### src/rtl/assert_macros.svh
// ---------------------------------------------------------------------------
// Assertion macros used by the RTL
// Clocked, reset-qualified concurrent assertion wrappers.
// ---------------------------------------------------------------------------
`ifndef ASSERT_MACROS_SVH
`define ASSERT_MACROS_SVH

// property checked on every clock edge outside reset
`define KFR_ASSERT(lbl, prop, msg) \
   lbl: assert property (@(posedge clock) disable iff (reset) (prop)) else $error(msg);

// implication checked on every clock edge outside reset
`define KFR_ASSERT_IMP(lbl, ante, cons, msg) \
   lbl: assert property (@(posedge clock) disable iff (reset) (ante) |-> (cons)) else $error(msg);

`endif

### src/rtl/kfr_pkg.sv
// ---------------------------------------------------------------------------
// kfr_pkg
// Types and constants of the keyed FIFO with removal.
// ---------------------------------------------------------------------------
package kfr_pkg;

   localparam int CAPACITY   = 16;
   localparam int KEY_BITS   = 32;
   localparam int VALUE_BITS = 32;
   localparam int SLOT_BITS  = $clog2(CAPACITY);
   localparam int COUNT_BITS = $clog2(CAPACITY + 1);

   localparam logic [1:0] OP_PUSH   = 2'd0;
   localparam logic [1:0] OP_POP    = 2'd1;
   localparam logic [1:0] OP_REMOVE = 2'd2;

   localparam logic [1:0] ST_OK        = 2'd0;
   localparam logic [1:0] ST_DUPLICATE = 2'd1;
   localparam logic [1:0] ST_NOT_FOUND = 2'd2;
   localparam logic [1:0] ST_FULL      = 2'd3;

   typedef struct packed {
      logic [1:0]            opcode;
      logic [KEY_BITS-1:0]   entry_key;
      logic [VALUE_BITS-1:0] entry_value;
   } req_type;

   typedef struct packed {
      logic [1:0]            status;
      logic [VALUE_BITS-1:0] front_value;
      logic                  is_empty;
      logic [COUNT_BITS-1:0] occupancy;
   } rsp_type;

   typedef struct packed {
      logic                 done;
      logic                 found;
      logic [SLOT_BITS-1:0] slot;
   } scan_type;

   typedef enum logic [2:0] {
      S_IDLE,
      S_SEARCH,
      S_PUSH_A,
      S_PUSH_B,
      S_LINK_RD,
      S_LINK_WR,
      S_FRONT_RD,
      S_RESP
   } state_type;

endpackage

### src/rtl/kfr_keys.sv
// ---------------------------------------------------------------------------
// kfr_keys
// Key store with a sequential lookup: one slot read per cycle, compare on
// the registered read data, done pulse with hit flag and slot.
// ---------------------------------------------------------------------------
module kfr_keys (
   input  logic                               clock,
   input  logic                               reset,
   input  logic                               scan_go,
   input  logic [kfr_pkg::KEY_BITS-1:0]       scan_key,
   input  logic [kfr_pkg::CAPACITY-1:0]       slot_valid,
   input  logic                               wr_en,
   input  logic [kfr_pkg::SLOT_BITS-1:0]      wr_slot,
   input  logic [kfr_pkg::KEY_BITS-1:0]       wr_key,
   output kfr_pkg::scan_type                  scan
);

   logic [kfr_pkg::KEY_BITS-1:0]  key_mem [kfr_pkg::CAPACITY];
   logic [kfr_pkg::KEY_BITS-1:0]  key_rd_ff;
   logic [kfr_pkg::SLOT_BITS-1:0] addr_ff, addr_in;
   logic [kfr_pkg::SLOT_BITS-1:0] cmp_slot_ff, cmp_slot_in;
   logic                          cmp_vld_ff, cmp_vld_in;
   logic                          run_ff, run_in;
   kfr_pkg::scan_type             scan_ff, scan_in;
   logic                          hit, last;

   assign hit  = cmp_vld_ff && slot_valid[cmp_slot_ff] && (key_rd_ff == scan_key);
   assign last = cmp_vld_ff && (cmp_slot_ff == kfr_pkg::SLOT_BITS'(kfr_pkg::CAPACITY - 1));

   always_comb begin
      addr_in     = addr_ff;
      cmp_slot_in = cmp_slot_ff;
      cmp_vld_in  = cmp_vld_ff;
      run_in      = run_ff;
      scan_in     = '{done: 1'b0, found: scan_ff.found, slot: scan_ff.slot};
      if (scan_go) begin
         run_in     = 1'b1;
         addr_in    = '0;
         cmp_vld_in = 1'b0;
      end else if (run_ff) begin
         if (hit || last) begin
            run_in     = 1'b0;
            cmp_vld_in = 1'b0;
            scan_in    = '{done: 1'b1, found: hit, slot: cmp_slot_ff};
         end else begin
            cmp_vld_in  = 1'b1;
            cmp_slot_in = addr_ff;
            addr_in     = addr_ff + 1'b1;
         end
      end
   end

   always_ff @(posedge clock) begin
      if (reset) begin
         run_ff     <= 1'b0;
         cmp_vld_ff <= 1'b0;
         scan_ff    <= '0;
      end else begin
         run_ff     <= run_in;
         cmp_vld_ff <= cmp_vld_in;
         scan_ff    <= scan_in;
      end
      addr_ff     <= addr_in;
      cmp_slot_ff <= cmp_slot_in;
   end

   always_ff @(posedge clock) begin
      if (wr_en) begin
         key_mem[wr_slot] <= wr_key;
      end
      key_rd_ff <= key_mem[addr_ff];
   end

   assign scan = scan_ff;

endmodule

### src/rtl/keyed_fifo_with_removal.sv
// ---------------------------------------------------------------------------
// keyed_fifo_with_removal
// FIFO of unique-key entries with push back, pop front and remove by key.
// ---------------------------------------------------------------------------
// Usage:
//   Request: drive req_data and raise start while busy is low; the beat is
//   taken on that edge and busy rises on the next cycle until the result.
//   Response: rsp_strobe is high for one cycle with rsp_data; the receiver
//   must take it then, there is no back-pressure.
//   States per request, from the start edge to the strobe in S_RESP:
//     pop    : S_LINK_RD, S_LINK_WR, S_FRONT_RD, S_RESP
//     empty pop, unused opcode : S_FRONT_RD, S_RESP
//     remove : S_SEARCH, then S_LINK_RD, S_LINK_WR (on a hit), S_FRONT_RD, S_RESP
//     push   : S_SEARCH, S_PUSH_A, S_PUSH_B (if taken), S_FRONT_RD, S_RESP
//   The key lookup reads one slot of the key memory per cycle, one request
//   at a time. A pop or remove reads and then writes the link memories; the
//   front value is read from the value memory before the result.
//   Reset: synchronous; the queue comes up empty and busy low. Memories are
//   not cleared, the per-slot valid flags are.
// ---------------------------------------------------------------------------
`include "assert_macros.svh"

module keyed_fifo_with_removal (
   input  logic             clock,
   input  logic             reset,
   input  logic             start,
   output logic             busy,
   input  kfr_pkg::req_type req_data,
   output logic             rsp_strobe,
   output kfr_pkg::rsp_type rsp_data
);

   localparam int SB = kfr_pkg::SLOT_BITS;
   localparam int CB = kfr_pkg::COUNT_BITS;

   kfr_pkg::state_type state_ff, state_in;
   kfr_pkg::req_type   req_ff, req_in;
   logic [1:0]         status_ff, status_in;
   logic [SB-1:0]      slot_ff, slot_in;
   logic [SB-1:0]      head_ff, head_in, tail_ff, tail_in;
   logic [CB-1:0]      count_ff, count_in;
   logic [kfr_pkg::CAPACITY-1:0] valid_ff, valid_in;

   logic [kfr_pkg::VALUE_BITS-1:0] val_mem [kfr_pkg::CAPACITY];
   logic [SB-1:0]                  prev_mem [kfr_pkg::CAPACITY];
   logic [SB-1:0]                  next_mem [kfr_pkg::CAPACITY];
   logic [kfr_pkg::VALUE_BITS-1:0] val_rd_ff;
   logic [SB-1:0]                  prev_rd_ff, next_rd_ff;

   logic          scan_go, key_we, val_we, prev_we, next_we;
   logic [SB-1:0] prev_wa, prev_wd, next_wa, next_wd;
   logic [SB-1:0] free_slot;
   logic          full;
   kfr_pkg::scan_type scan;

   kfr_keys u_keys (
      .clock      (clock),
      .reset      (reset),
      .scan_go    (scan_go),
      .scan_key   (req_ff.entry_key),
      .slot_valid (valid_ff),
      .wr_en      (key_we),
      .wr_slot    (slot_ff),
      .wr_key     (req_ff.entry_key),
      .scan       (scan)
   );

   always_comb begin
      free_slot = '0;
      for (int i = kfr_pkg::CAPACITY - 1; i >= 0; i--) begin
         if (!valid_ff[i]) begin
            free_slot = SB'(i);
         end
      end
   end

   assign full = (count_ff == CB'(kfr_pkg::CAPACITY));

   always_comb begin
      state_in  = state_ff;
      req_in    = req_ff;
      status_in = status_ff;
      slot_in   = slot_ff;
      head_in   = head_ff;
      tail_in   = tail_ff;
      count_in  = count_ff;
      valid_in  = valid_ff;
      scan_go   = 1'b0;
      key_we    = 1'b0;
      val_we    = 1'b0;
      prev_we   = 1'b0;
      prev_wa   = slot_ff;
      prev_wd   = tail_ff;
      next_we   = 1'b0;
      next_wa   = slot_ff;
      next_wd   = '0;
      unique case (state_ff)
         kfr_pkg::S_IDLE: begin
            if (start) begin
               req_in    = req_data;
               status_in = kfr_pkg::ST_OK;
               priority if (req_data.opcode == kfr_pkg::OP_PUSH ||
                            req_data.opcode == kfr_pkg::OP_REMOVE) begin
                  scan_go  = 1'b1;
                  state_in = kfr_pkg::S_SEARCH;
               end else if (req_data.opcode == kfr_pkg::OP_POP) begin
                  if (count_ff == '0) begin
                     status_in = kfr_pkg::ST_NOT_FOUND;
                     state_in  = kfr_pkg::S_FRONT_RD;
                  end else begin
                     slot_in  = head_ff;
                     state_in = kfr_pkg::S_LINK_RD;
                  end
               end else begin
                  state_in = kfr_pkg::S_FRONT_RD;
               end
            end
         end
         kfr_pkg::S_SEARCH: begin
            if (scan.done) begin
               priority if (req_ff.opcode == kfr_pkg::OP_REMOVE) begin
                  if (scan.found) begin
                     slot_in  = scan.slot;
                     state_in = kfr_pkg::S_LINK_RD;
                  end else begin
                     status_in = kfr_pkg::ST_NOT_FOUND;
                     state_in  = kfr_pkg::S_FRONT_RD;
                  end
               end else if (scan.found) begin
                  status_in = kfr_pkg::ST_DUPLICATE;
                  state_in  = kfr_pkg::S_FRONT_RD;
               end else if (full) begin
                  status_in = kfr_pkg::ST_FULL;
                  state_in  = kfr_pkg::S_FRONT_RD;
               end else begin
                  slot_in  = free_slot;
                  state_in = kfr_pkg::S_PUSH_A;
               end
            end
         end
         kfr_pkg::S_PUSH_A: begin
            key_we   = 1'b1;
            val_we   = 1'b1;
            prev_we  = 1'b1;
            next_we  = 1'b1;
            state_in = kfr_pkg::S_PUSH_B;
         end
         kfr_pkg::S_PUSH_B: begin
            if (count_ff == '0) begin
               head_in = slot_ff;
            end else begin
               next_we = 1'b1;
               next_wa = tail_ff;
               next_wd = slot_ff;
            end
            tail_in           = slot_ff;
            valid_in[slot_ff] = 1'b1;
            count_in          = count_ff + 1'b1;
            state_in          = kfr_pkg::S_FRONT_RD;
         end
         kfr_pkg::S_LINK_RD: begin
            state_in = kfr_pkg::S_LINK_WR;
         end
         kfr_pkg::S_LINK_WR: begin
            prev_wa = next_rd_ff;
            prev_wd = prev_rd_ff;
            next_wa = prev_rd_ff;
            next_wd = next_rd_ff;
            priority if (count_ff <= CB'(1)) begin
               head_in = '0;
               tail_in = '0;
            end else if (slot_ff == head_ff) begin
               head_in = next_rd_ff;
               prev_we = 1'b1;
            end else if (slot_ff == tail_ff) begin
               tail_in = prev_rd_ff;
               next_we = 1'b1;
            end else begin
               prev_we = 1'b1;
               next_we = 1'b1;
            end
            valid_in[slot_ff] = 1'b0;
            count_in          = count_ff - 1'b1;
            state_in          = kfr_pkg::S_FRONT_RD;
         end
         kfr_pkg::S_FRONT_RD: begin
            state_in = kfr_pkg::S_RESP;
         end
         kfr_pkg::S_RESP: begin
            state_in = kfr_pkg::S_IDLE;
         end
         default: begin
            state_in = kfr_pkg::S_IDLE;
         end
      endcase
   end

   always_ff @(posedge clock) begin
      if (reset) begin
         state_ff <= kfr_pkg::S_IDLE;
         head_ff  <= '0;
         tail_ff  <= '0;
         count_ff <= '0;
         valid_ff <= '0;
      end else begin
         state_ff <= state_in;
         head_ff  <= head_in;
         tail_ff  <= tail_in;
         count_ff <= count_in;
         valid_ff <= valid_in;
      end
      req_ff    <= req_in;
      status_ff <= status_in;
      slot_ff   <= slot_in;
   end

   always_ff @(posedge clock) begin
      if (val_we) begin
         val_mem[slot_ff] <= req_ff.entry_value;
      end
      if (prev_we) begin
         prev_mem[prev_wa] <= prev_wd;
      end
      if (next_we) begin
         next_mem[next_wa] <= next_wd;
      end
      val_rd_ff  <= val_mem[head_ff];
      prev_rd_ff <= prev_mem[slot_ff];
      next_rd_ff <= next_mem[slot_ff];
   end

   assign busy                 = (state_ff != kfr_pkg::S_IDLE);
   assign rsp_strobe           = (state_ff == kfr_pkg::S_RESP);
   assign rsp_data.status      = status_ff;
   assign rsp_data.front_value = (count_ff == '0) ? '0 : val_rd_ff;
   assign rsp_data.is_empty    = (count_ff == '0);
   assign rsp_data.occupancy   = count_ff;

   `KFR_ASSERT(a_count_range, count_ff <= CB'(kfr_pkg::CAPACITY), "entry count over capacity")
   `KFR_ASSERT(a_valid_count, $countones(valid_ff) == 32'(count_ff), "valid flags disagree with count")
   `KFR_ASSERT_IMP(a_accept_busy, start && !busy, ##1 busy, "accepted request did not raise busy")
   `KFR_ASSERT_IMP(a_strobe_once, rsp_strobe, ##1 !rsp_strobe, "response strobe held over one cycle")
   `KFR_ASSERT_IMP(a_empty_head, count_ff == '0, head_ff == '0 && tail_ff == '0, "empty queue with stale pointers")

endmodule

### config.mk
export PLATFORM = sky130hd
export DESIGN_NAME = keyed_fifo_with_removal
export DESIGN_NICKNAME = d
export VERILOG_FILES = /design/src/rtl/kfr_pkg.sv /design/src/rtl/kfr_keys.sv /design/src/rtl/keyed_fifo_with_removal.sv
export VERILOG_INCLUDE_DIRS = /design/src /design/src/rtl
export SDC_FILE = /design/constraint.sdc
export NUM_CORES = 1
export LEC_CHECK = 0
export BUFFER_PORTS_ARGS = -buffer_cell sky130_fd_sc_hd__buf_2
export CORE_ASPECT_RATIO = 1.4
export CORE_MARGIN = 3
export CORE_UTILIZATION = 30
export CTS_CLUSTER_DIAMETER = 30
export DETAILED_ROUTE_END_ITERATION = 8
export SKIP_CTS_REPAIR_TIMING = 1
export SYNTH_ARGS = -nofsm -noshare
export SYNTH_HDL_FRONTEND = slang
export SYNTH_HIERARCHICAL = 1
export SYNTH_SLANG_ARGS = --single-unit
### constraint.sdc
create_clock -name clock -period 4.8 [get_ports clock]
set_input_delay 0.72 -clock clock [delete_from_list [all_inputs] [get_ports clock]]
set_output_delay 0.72 -clock clock [all_outputs]
set_load 0.01 [all_outputs]
==> results by group, run 1 <==
STA
  • Max Freq: roughly 0.28 GHz
  • Setup TNS: 0 ns
  • Final setup fails: 0
  • Skew final: approximately 0.10 ns
  • Final hold vios: 0
  • RSZ-0062 raised after global routing: no
  • Relative slew slack: between 20% and 30%
  • Fin crit share: 73.99%
  • Minimum clock period: between 3 and 4 ns
  • Actual slew at the worst max-slew pin: between 1 and 1.5 ns
  • Final setup margin: between 1 and 1.5 ns
  • Pins Over Slew Limit: 0

Detailed routing
  • Initial detailed-routing violation count: approximately 2200
  • Via Count: between 20000 and 30000
  • WL met2: approximately 60000 um
  • Highest routing layer actually used: met5
  • Met3 wire length: 7076 um
  • Final wirelength: 121200 um
  • WL/cell: 23.35 um
  • Drt via density: roughly 4.8
  • DRC Markers: 0
  • Pre-Repair DR Iteration Count: 7
  • Antenna-violating nets left: 0
  • M1 WL: about 50000 um

Logic synthesis
  • Primary FF master, synth: edfxtp_1
  • Mean post-synth cell area: 21.80 um^2
  • Yosys cell types: 75
  • Async SR Flop Fraction: 0%
  • Yosys warnings: 6
  • Post-synth EDFFs: 1228
  • Syn nets: roughly 2400
  • Synthesized flop and latch total: approximately 1300
  • Sequential share of the synthesized area: 76.69%
  • Synth Cell Area: between 50000 and 60000 um^2
  • Post-synthesis instance total: around 2300

Place
  • Inst Count DP: 4662
  • # port buffers: between 100 and 150
  • Post-DP HPWL: a little under 70000 um
  • Pre-CTS setup slack: about 1.4 ns
  • Global placement routability congestion: about 0.80

Die
  • Die footprint: 175400 um^2
  • Core area: 168600 um^2
  • I/O Pins: 111
  • Row count: between 150 and 200
  • Initial Util: between 30% and 40%
  • Die X: about 350 um
  • Die height: 494.4 um

Cells and area
  • Commonest non-fill, non-tap cell in the layout: edfxtp_1
  • Share of cells above drive strength 1: a little under two fifths
  • Most frequent cells in the layout: edfxtp_1, mux4_2, clkbuf_16, buf_2, dfxtp_1
  • # nets final: 2797
  • Layout Cells excl Fill: about 5200
  • Area delta synth->final: 26.61%
  • Fill cell count: 15080

Setup path
  • Critical Path RT: about 4 ns
  • Critical path class: register to primary output
  • Critical Path Source Type: register
  • Endpoint type of the worst setup path: primary output
  • Crit path DAT: 2.83 ns
  • Critical path fanouts, max: 36

Clock network
  • Num CTS Buffers: 290
  • H-tree Lvls: 5
  • CTS tree: built
  • Root buffer cell: clkbuf_16
  • Worst skew pair latency: about 0.90 ns
  • Clock Path Buffers: 4
  • CTS sink count: roughly 1300
  • Worst-path clk slew: about 0.050 ns

GRT
  • First-pass GRT wire length: approximately 180000 um
  • Largest net degree at the start of global routing: around 130
  • Total grt overflow: 0
  • Initial antenna violation count: 5
  • GR Util All Layers: between 10% and 20%
  • Vias in the first global route: roughly 27000

Hold path
  • Min-Delay Path Class: input pin to register

Power
  • Peak VDD IR: between 0.0003 and 0.0004 V
  • Leakage Power: 20.76 nW
  • Power Dens Cells: between 500 and 600 nW/um^2

Flow run
  • Maxcap violations: 0

Run status
  • Status: complete, no violations
## logic make-up after synthesis
family / synth area share (%)
XOR/XNOR: 0.6854
multiplexers: 16.28
flip-flops: 76.69
AO/OA/AOI/OAI: 1.809
AND/OR/NAND/NOR: 3.226
adder cells (fa/ha/maj): 0.09792
buffers and inverters: 1.209
## critical path, stage by stage (launching register included)
cell and delay [ns]:
dfxtp_1 0.37, inv_1 0.12, ha_1 0.20, or4b_4 0.75, and2_1 0.34, buf_2 0.16
## routing by layer
metal  GRT usage [%]  vias to the layer above
met1           17.69                    13330
met4           4.489                        2
met3           3.305                      207
met2           23.13                      866
li1                -                    10690
met5               0                        -
## synth_stat cells (all sizes together) (4+ instances only)
master,count,area [um^2]
a22oi,4,43.79
nand4,13,81.33
nor3,43,215.2
mux2,4,52.55
inv,21,78.83
o21ai,18,90.09
o22ai,5,31.28
o21a,5,37.54
nand2b,20,125.1
nor4,6,58.80
nor2b,8,50.05
clkbuf,80,310.3
a21oi,38,190.2
nand3,20,100.1
nand3b,6,48.80
nor2,78,300.3
and3,7,45.05
buf,42,209.0
ha,4,50.05
xor2,6,52.55
a311oi,4,35.03
a32oi,4,35.03
nand2,38,142.6
edfxtp,1228,36880
and2,41,259.0
xnor2,34,297.8
and4,7,68.82
a211oi,20,150.1
mux4,363,8179
o2111ai,5,43.79
mux2i,9,90.09
dfxtp,116,2322
a31oi,6,37.54
## state kept, by name, summed over array words and instances (netlist names), named ones only
name                cells
state_ff                3
u_keys/addr_ff          4
tail_ff                 4
u_keys/scan             6
val_mem               512
count_ff                5
next_mem               64
req_ff                 66
slot_ff                 4
u_keys/cmp_vld_ff       1
prev_rd_ff              4
prev_mem               64
status_ff               2
head_ff                 4
u_keys/key_mem        512
u_keys/run_ff           1
val_rd_ff              32
u_keys/key_rd_ff       32
next_rd_ff              4
u_keys/cmp_slot_ff      4
## stage by stage
| step | power, mW | utilization (%) | hold slack, ns | instance area (um^2) |
|---|---|---|---|---|
| 2_1_floorplan | 16.98 | - | 0.4064 | 51110 |
| 4_1_cts | 38.27 | 38.26 | -0.05304 | 64510 |
| 3_5_place_dp | 18.60 | 32.51 | 0.4551 | 54800 |
| 3_3_place_gp | 18.55 | 32.51 | 0.4609 | 54800 |
| 6_report | 37.81 | 38.38 | 0.03766 | 64710 |
| 5_1_grt | 39.16 | 38.38 | 0.001020 | 64710 |
## path summary, 6_finish.rpt
kind | startpoint | to | slack, ns | cells after the start
worst max-delay path | count_ff[0] | rsp_data[12] | 1.25 | 5
worst min-delay path | req_data[25] | req_ff[25] | 0.04 | 1
worst max register to register | state_ff[1] | u_keys/key_mem[6][16] | 1.31 | 5
worst min register to register | u_keys/scan[1] | u_keys/scan[1] | 0.47 | 2
## area by class of cell
cell class | instances | area [um^2] | area share [%]
diodes | 3 | 7.507 | 0.01160
repair buffers | 209 | 1406 | 2.173
multi-input cells | 856 | 11460 | 17.71
flip-flops and latches | 1344 | 39220 | 60.60
clock buffers | 320 | 7547 | 11.66
well taps | 2250 | 2815 | 4.350
inverters | 23 | 98.84 | 0.1527
clock inverters | 186 | 2157 | 3.333
## where the power goes
group          internal (mW)  switching, mW  total [mW]
Combinational           1.89           2.06        3.95
Clock                   13.2           6.27        19.5
Sequential              13.6          0.731        14.4
Note: power is estimated with default switching activity, not from simulation.
==> run 2: changes to the inputs <==
--- a/config.mk
+++ b/config.mk
@@ -6,6 +6,7 @@
 export SDC_FILE = /design/constraint.sdc
 export NUM_CORES = 1
 export LEC_CHECK = 0
+export ABC_AREA = 1
 export BUFFER_PORTS_ARGS = -buffer_cell sky130_fd_sc_hd__buf_2
 export CORE_ASPECT_RATIO = 1.4
 export CORE_MARGIN = 3
==> constraint.sdc (replaced) <==
create_clock -name clock -period 3 [get_ports clock]
set_input_delay 0.45 -clock clock [delete_from_list [all_inputs] [get_ports clock]]
set_output_delay 0.45 -clock clock [all_outputs]
set_load 0.01 [all_outputs]
==> run 2 against run 1 <==
Count of clock-buffer cells in the layout increased by 3. Critical path depth increased by 4. Clock power increased by 57%. Hold slack improved by 0.083 ns. Register-to-register slack got worse by 0.83 ns. Final cell count increased by 28%. Largest power group unchanged. Highest routed layer unchanged.
==> results by group, run 2 <==
Logic synthesis
  • Syn nets: between 3000 and 4000
  • Sequential share of the synthesized area: 76.00%
  • Mean post-synth cell area: 13.42 um^2
  • Post-synthesis instance total: just under 4000
  • Most common cell in the netlist: edfxtp_1
  • Commonest cells post-synth: edfxtp_1, nor2_1, o21ai_0
  • Async SR Flop Fraction: 0%
  • Top cell type's share of synthesized area: 71.50%
  • Synthesized flop and latch total: 1344
  • Main area contributors after synthesis: edfxtp_1, dfxtp_1, o21ai_0, nor2_1, o221ai_1
  • Yosys top cell by area: edfxtp_1
  • Yosys cell types: 50
  • Post-synth EDFFs: approximately 1200
  • Synth Cell Area: around 52000 um^2
  • Primary FF master, synth: edfxtp_1
  • Yosys warnings: 6

Clock network
  • Worst-path clk slew: roughly 0.050 ns
  • Num CTS Buffers: between 200 and 300
  • Worst skew pair latency: a little under 0.9 ns
  • Clock Path Buffers: 4
  • CTS tree: built
  • H-tree Lvls: 5
  • Root buffer cell: clkbuf_16
  • CTS sink count: ~1300

STA
  • Final hold vios: 0
  • Pins Over Slew Limit: 0
  • Fin crit share: roughly 95%
  • Actual slew at the worst max-slew pin: about 1.3 ns
  • Final setup fails: 0
  • Skew final: roughly 0.084 ns
  • Max Freq: ~0.35 GHz
  • RSZ-0062 raised after global routing: no
  • Minimum clock period: approximately 2.8 ns
  • Relative slew slack: approximately 15%

Detailed routing
  • Antenna-violating nets left: 0
  • Drt via density: 5.046
  • DRC Markers: 0
  • Via Count: about 34000
  • Initial detailed-routing violation count: between 3000 and 4000
  • Pre-Repair DR Iteration Count: 6
  • Final wirelength: around 140000 um
  • WL/cell: roughly 21 um

Die
  • Row count: about 180
  • I/O Pins: around 110
  • Initial Util: slightly above 30%
  • Die footprint: ~180000 um^2
  • Core area: between 150000 and 200000 um^2
  • Die X: around 360 um
  • Die height: between 400 and 500 um

Run status
  • Status: complete, no violations

Setup path
  • Critical Path Source Type: register
  • Endpoint type of the worst setup path: primary output
  • Critical path fanouts, max: 32
  • Critical Path RT: roughly 2.6 ns
  • Critical path class: register to primary output
  • Slowest CP cell: dfxtp_1
  • Worst R2R Start: state_ff[0]
  • Crit path DAT: 2.40 ns
  • Max stage delay on crit path: 0.42 ns
  • Crit-path cells: inv_1 -> ha_1 -> nand2_1 -> nor2_2 -> inv_2 -> buf_12 -> nand2_1 -> inv_1 -> buf_2
  • Buf+Inv Stages, Crit Path: 5
  • R2R setup slack: around 0.48 ns
  • Family with the most delay on the worst path: buffers and inverters
  • Crit Reg-Reg Endpoint: next_mem[12][2]
  • Worst-case reg-to-reg path depth: 9

Place
  • Inst Count DP: roughly 6100
  • # port buffers: between 100 and 150
  • DP Area: 55570 um^2
  • Global placement routability congestion: around 0.8
  • Post-DP HPWL: between 70000 and 80000 um

Cells and area
  • Largest registers: u_keys/key_mem (512), val_mem (512), req_ff (66)
  • Layout Cells excl Fill: approximately 6600
  • Share of cells above drive strength 1: between 10% and 20%
  • Fill cell count: 15770
  • Fin util: between 30% and 40%
  • Fin area: ~66000 um^2
  • Commonest non-fill, non-tap cell in the layout: edfxtp_1
  • # nets final: between 4000 and 5000
  • Most frequent cells in the layout: edfxtp_1, nor2_1, o21ai_0, nand2_1, clkbuf_16
  • Area delta synth->final: 27.33%

Hold path
  • Hold EP: u_keys/cmp_vld_ff
  • Min-delay src: reset
  • Hold Path Cell Cnt: 3
  • Min-Delay Path Class: input pin to register

Power
  • Leakage Power: 22.41 nW
  • Peak VDD IR: about 0.00079 V
  • Power Dens Cells: between 1000 and 1500 nW/um^2

GRT
  • GR Util All Layers: around 16%
  • Total grt overflow: 0
  • Initial antenna violation count: 6
  • Vias in the first global route: about 34000
  • Largest net degree at the start of global routing: approximately 260
  • First-pass GRT wire length: 209700 um

Flow run
  • Maxcap violations: 0
-- run 2: cell count changes after synthesis, moves of 70 or more --
cell      change
nor2_1      +468
o21ai_0     +418
mux4_2      -362
nand2_1     +272
a21oi_1     +176
o221ai_1    +157
inv_1       +115
o22ai_1      +93
clkbuf_1     +71
o21ai_1      +70
-- run 2: logic make-up (layout without fill, tap and decap cells) --
logic type               count (synthesis)  after routing  share of synthesized area (%)
AO/OA/AOI/OAI                         1108           1108                          12.82
flip-flops                            1344           1344                          76.00
other                                    0              2                              0
buffers and inverters                  384            925                          3.054
AND/OR/NAND/NOR                        988            988                          7.758
XOR/XNOR                                16             16                         0.2717
adder cells (fa/ha/maj)                  4              4                        0.09704
-- run 2: worst max-delay path by stage --
stage	startpoint	endpoint	slack [ns]	depth (start not counted)
floorplan	slot_ff[0]	val_mem[10][0]	-0.84	5
global placement	state_ff[0]	next_mem[12][0]	0.57	9
detailed placement	state_ff[0]	next_mem[5][1]	0.47	9
CTS	count_ff[0]	rsp_data[7]	-0.12	9
global route	count_ff[1]	rsp_data[9]	0.02	9
finish	count_ff[1]	rsp_data[7]	0.15	9
-- run 2: where the power goes --
part	switching [mW]	internal, mW	leakage, nW
Combinational	8.66	3.58	5.85
Sequential	1.61	23.4	12.0
Clock	9.80	20.8	4.52
-- run 2: cell type report --
class                      instances  area, um^2  share of cell area, %
sequential                      1344       39220                  59.72
multi-input combinational       2116       11090                  16.89
clock buffer                     323        7351                  11.19
tap                             2262        2830                  4.310
timing repair buffer             286        2537                  3.864
clock inverter                   167        2067                  3.147
inverter                         149       570.5                 0.8688
antenna                            2       5.005               0.007621
-- run 2: metrics by stage --
step	setup WS, ns	power, mW	TNS, ns	hold WS, ns
3_5_place_dp	0.4745	37.36	0	0.4627
5_1_grt	0.02394	70.72	0	0.1120
4_1_cts	-0.1227	68.20	-2.650	-0.3293
3_3_place_gp	0.5741	37.20	0	0.4663
6_report	0.1517	67.83	0	0.1205
2_1_floorplan	-0.8376	32.35	-89.46	0.4402
-- run 2: worst min-delay path, stage by stage --
cell and delay, ns:
buf_2 0.10, buf_4 0.23, nor2_1 0.13
-- run 2: per-layer routing --
| metal | global-route usage (%) | vias up | share of wire [%] |
|---|---|---|---|
| li1 | - | 15150 | - |
| met1 | 19.15 | 16750 | 40 |
| met2 | 26.68 | 1353 | 50 |
| met3 | 3.540 | 302 | 7.2 |
| met4 | 6.454 | 2 | 3.0 |
| met5 | 0 | - | 0.0092 |
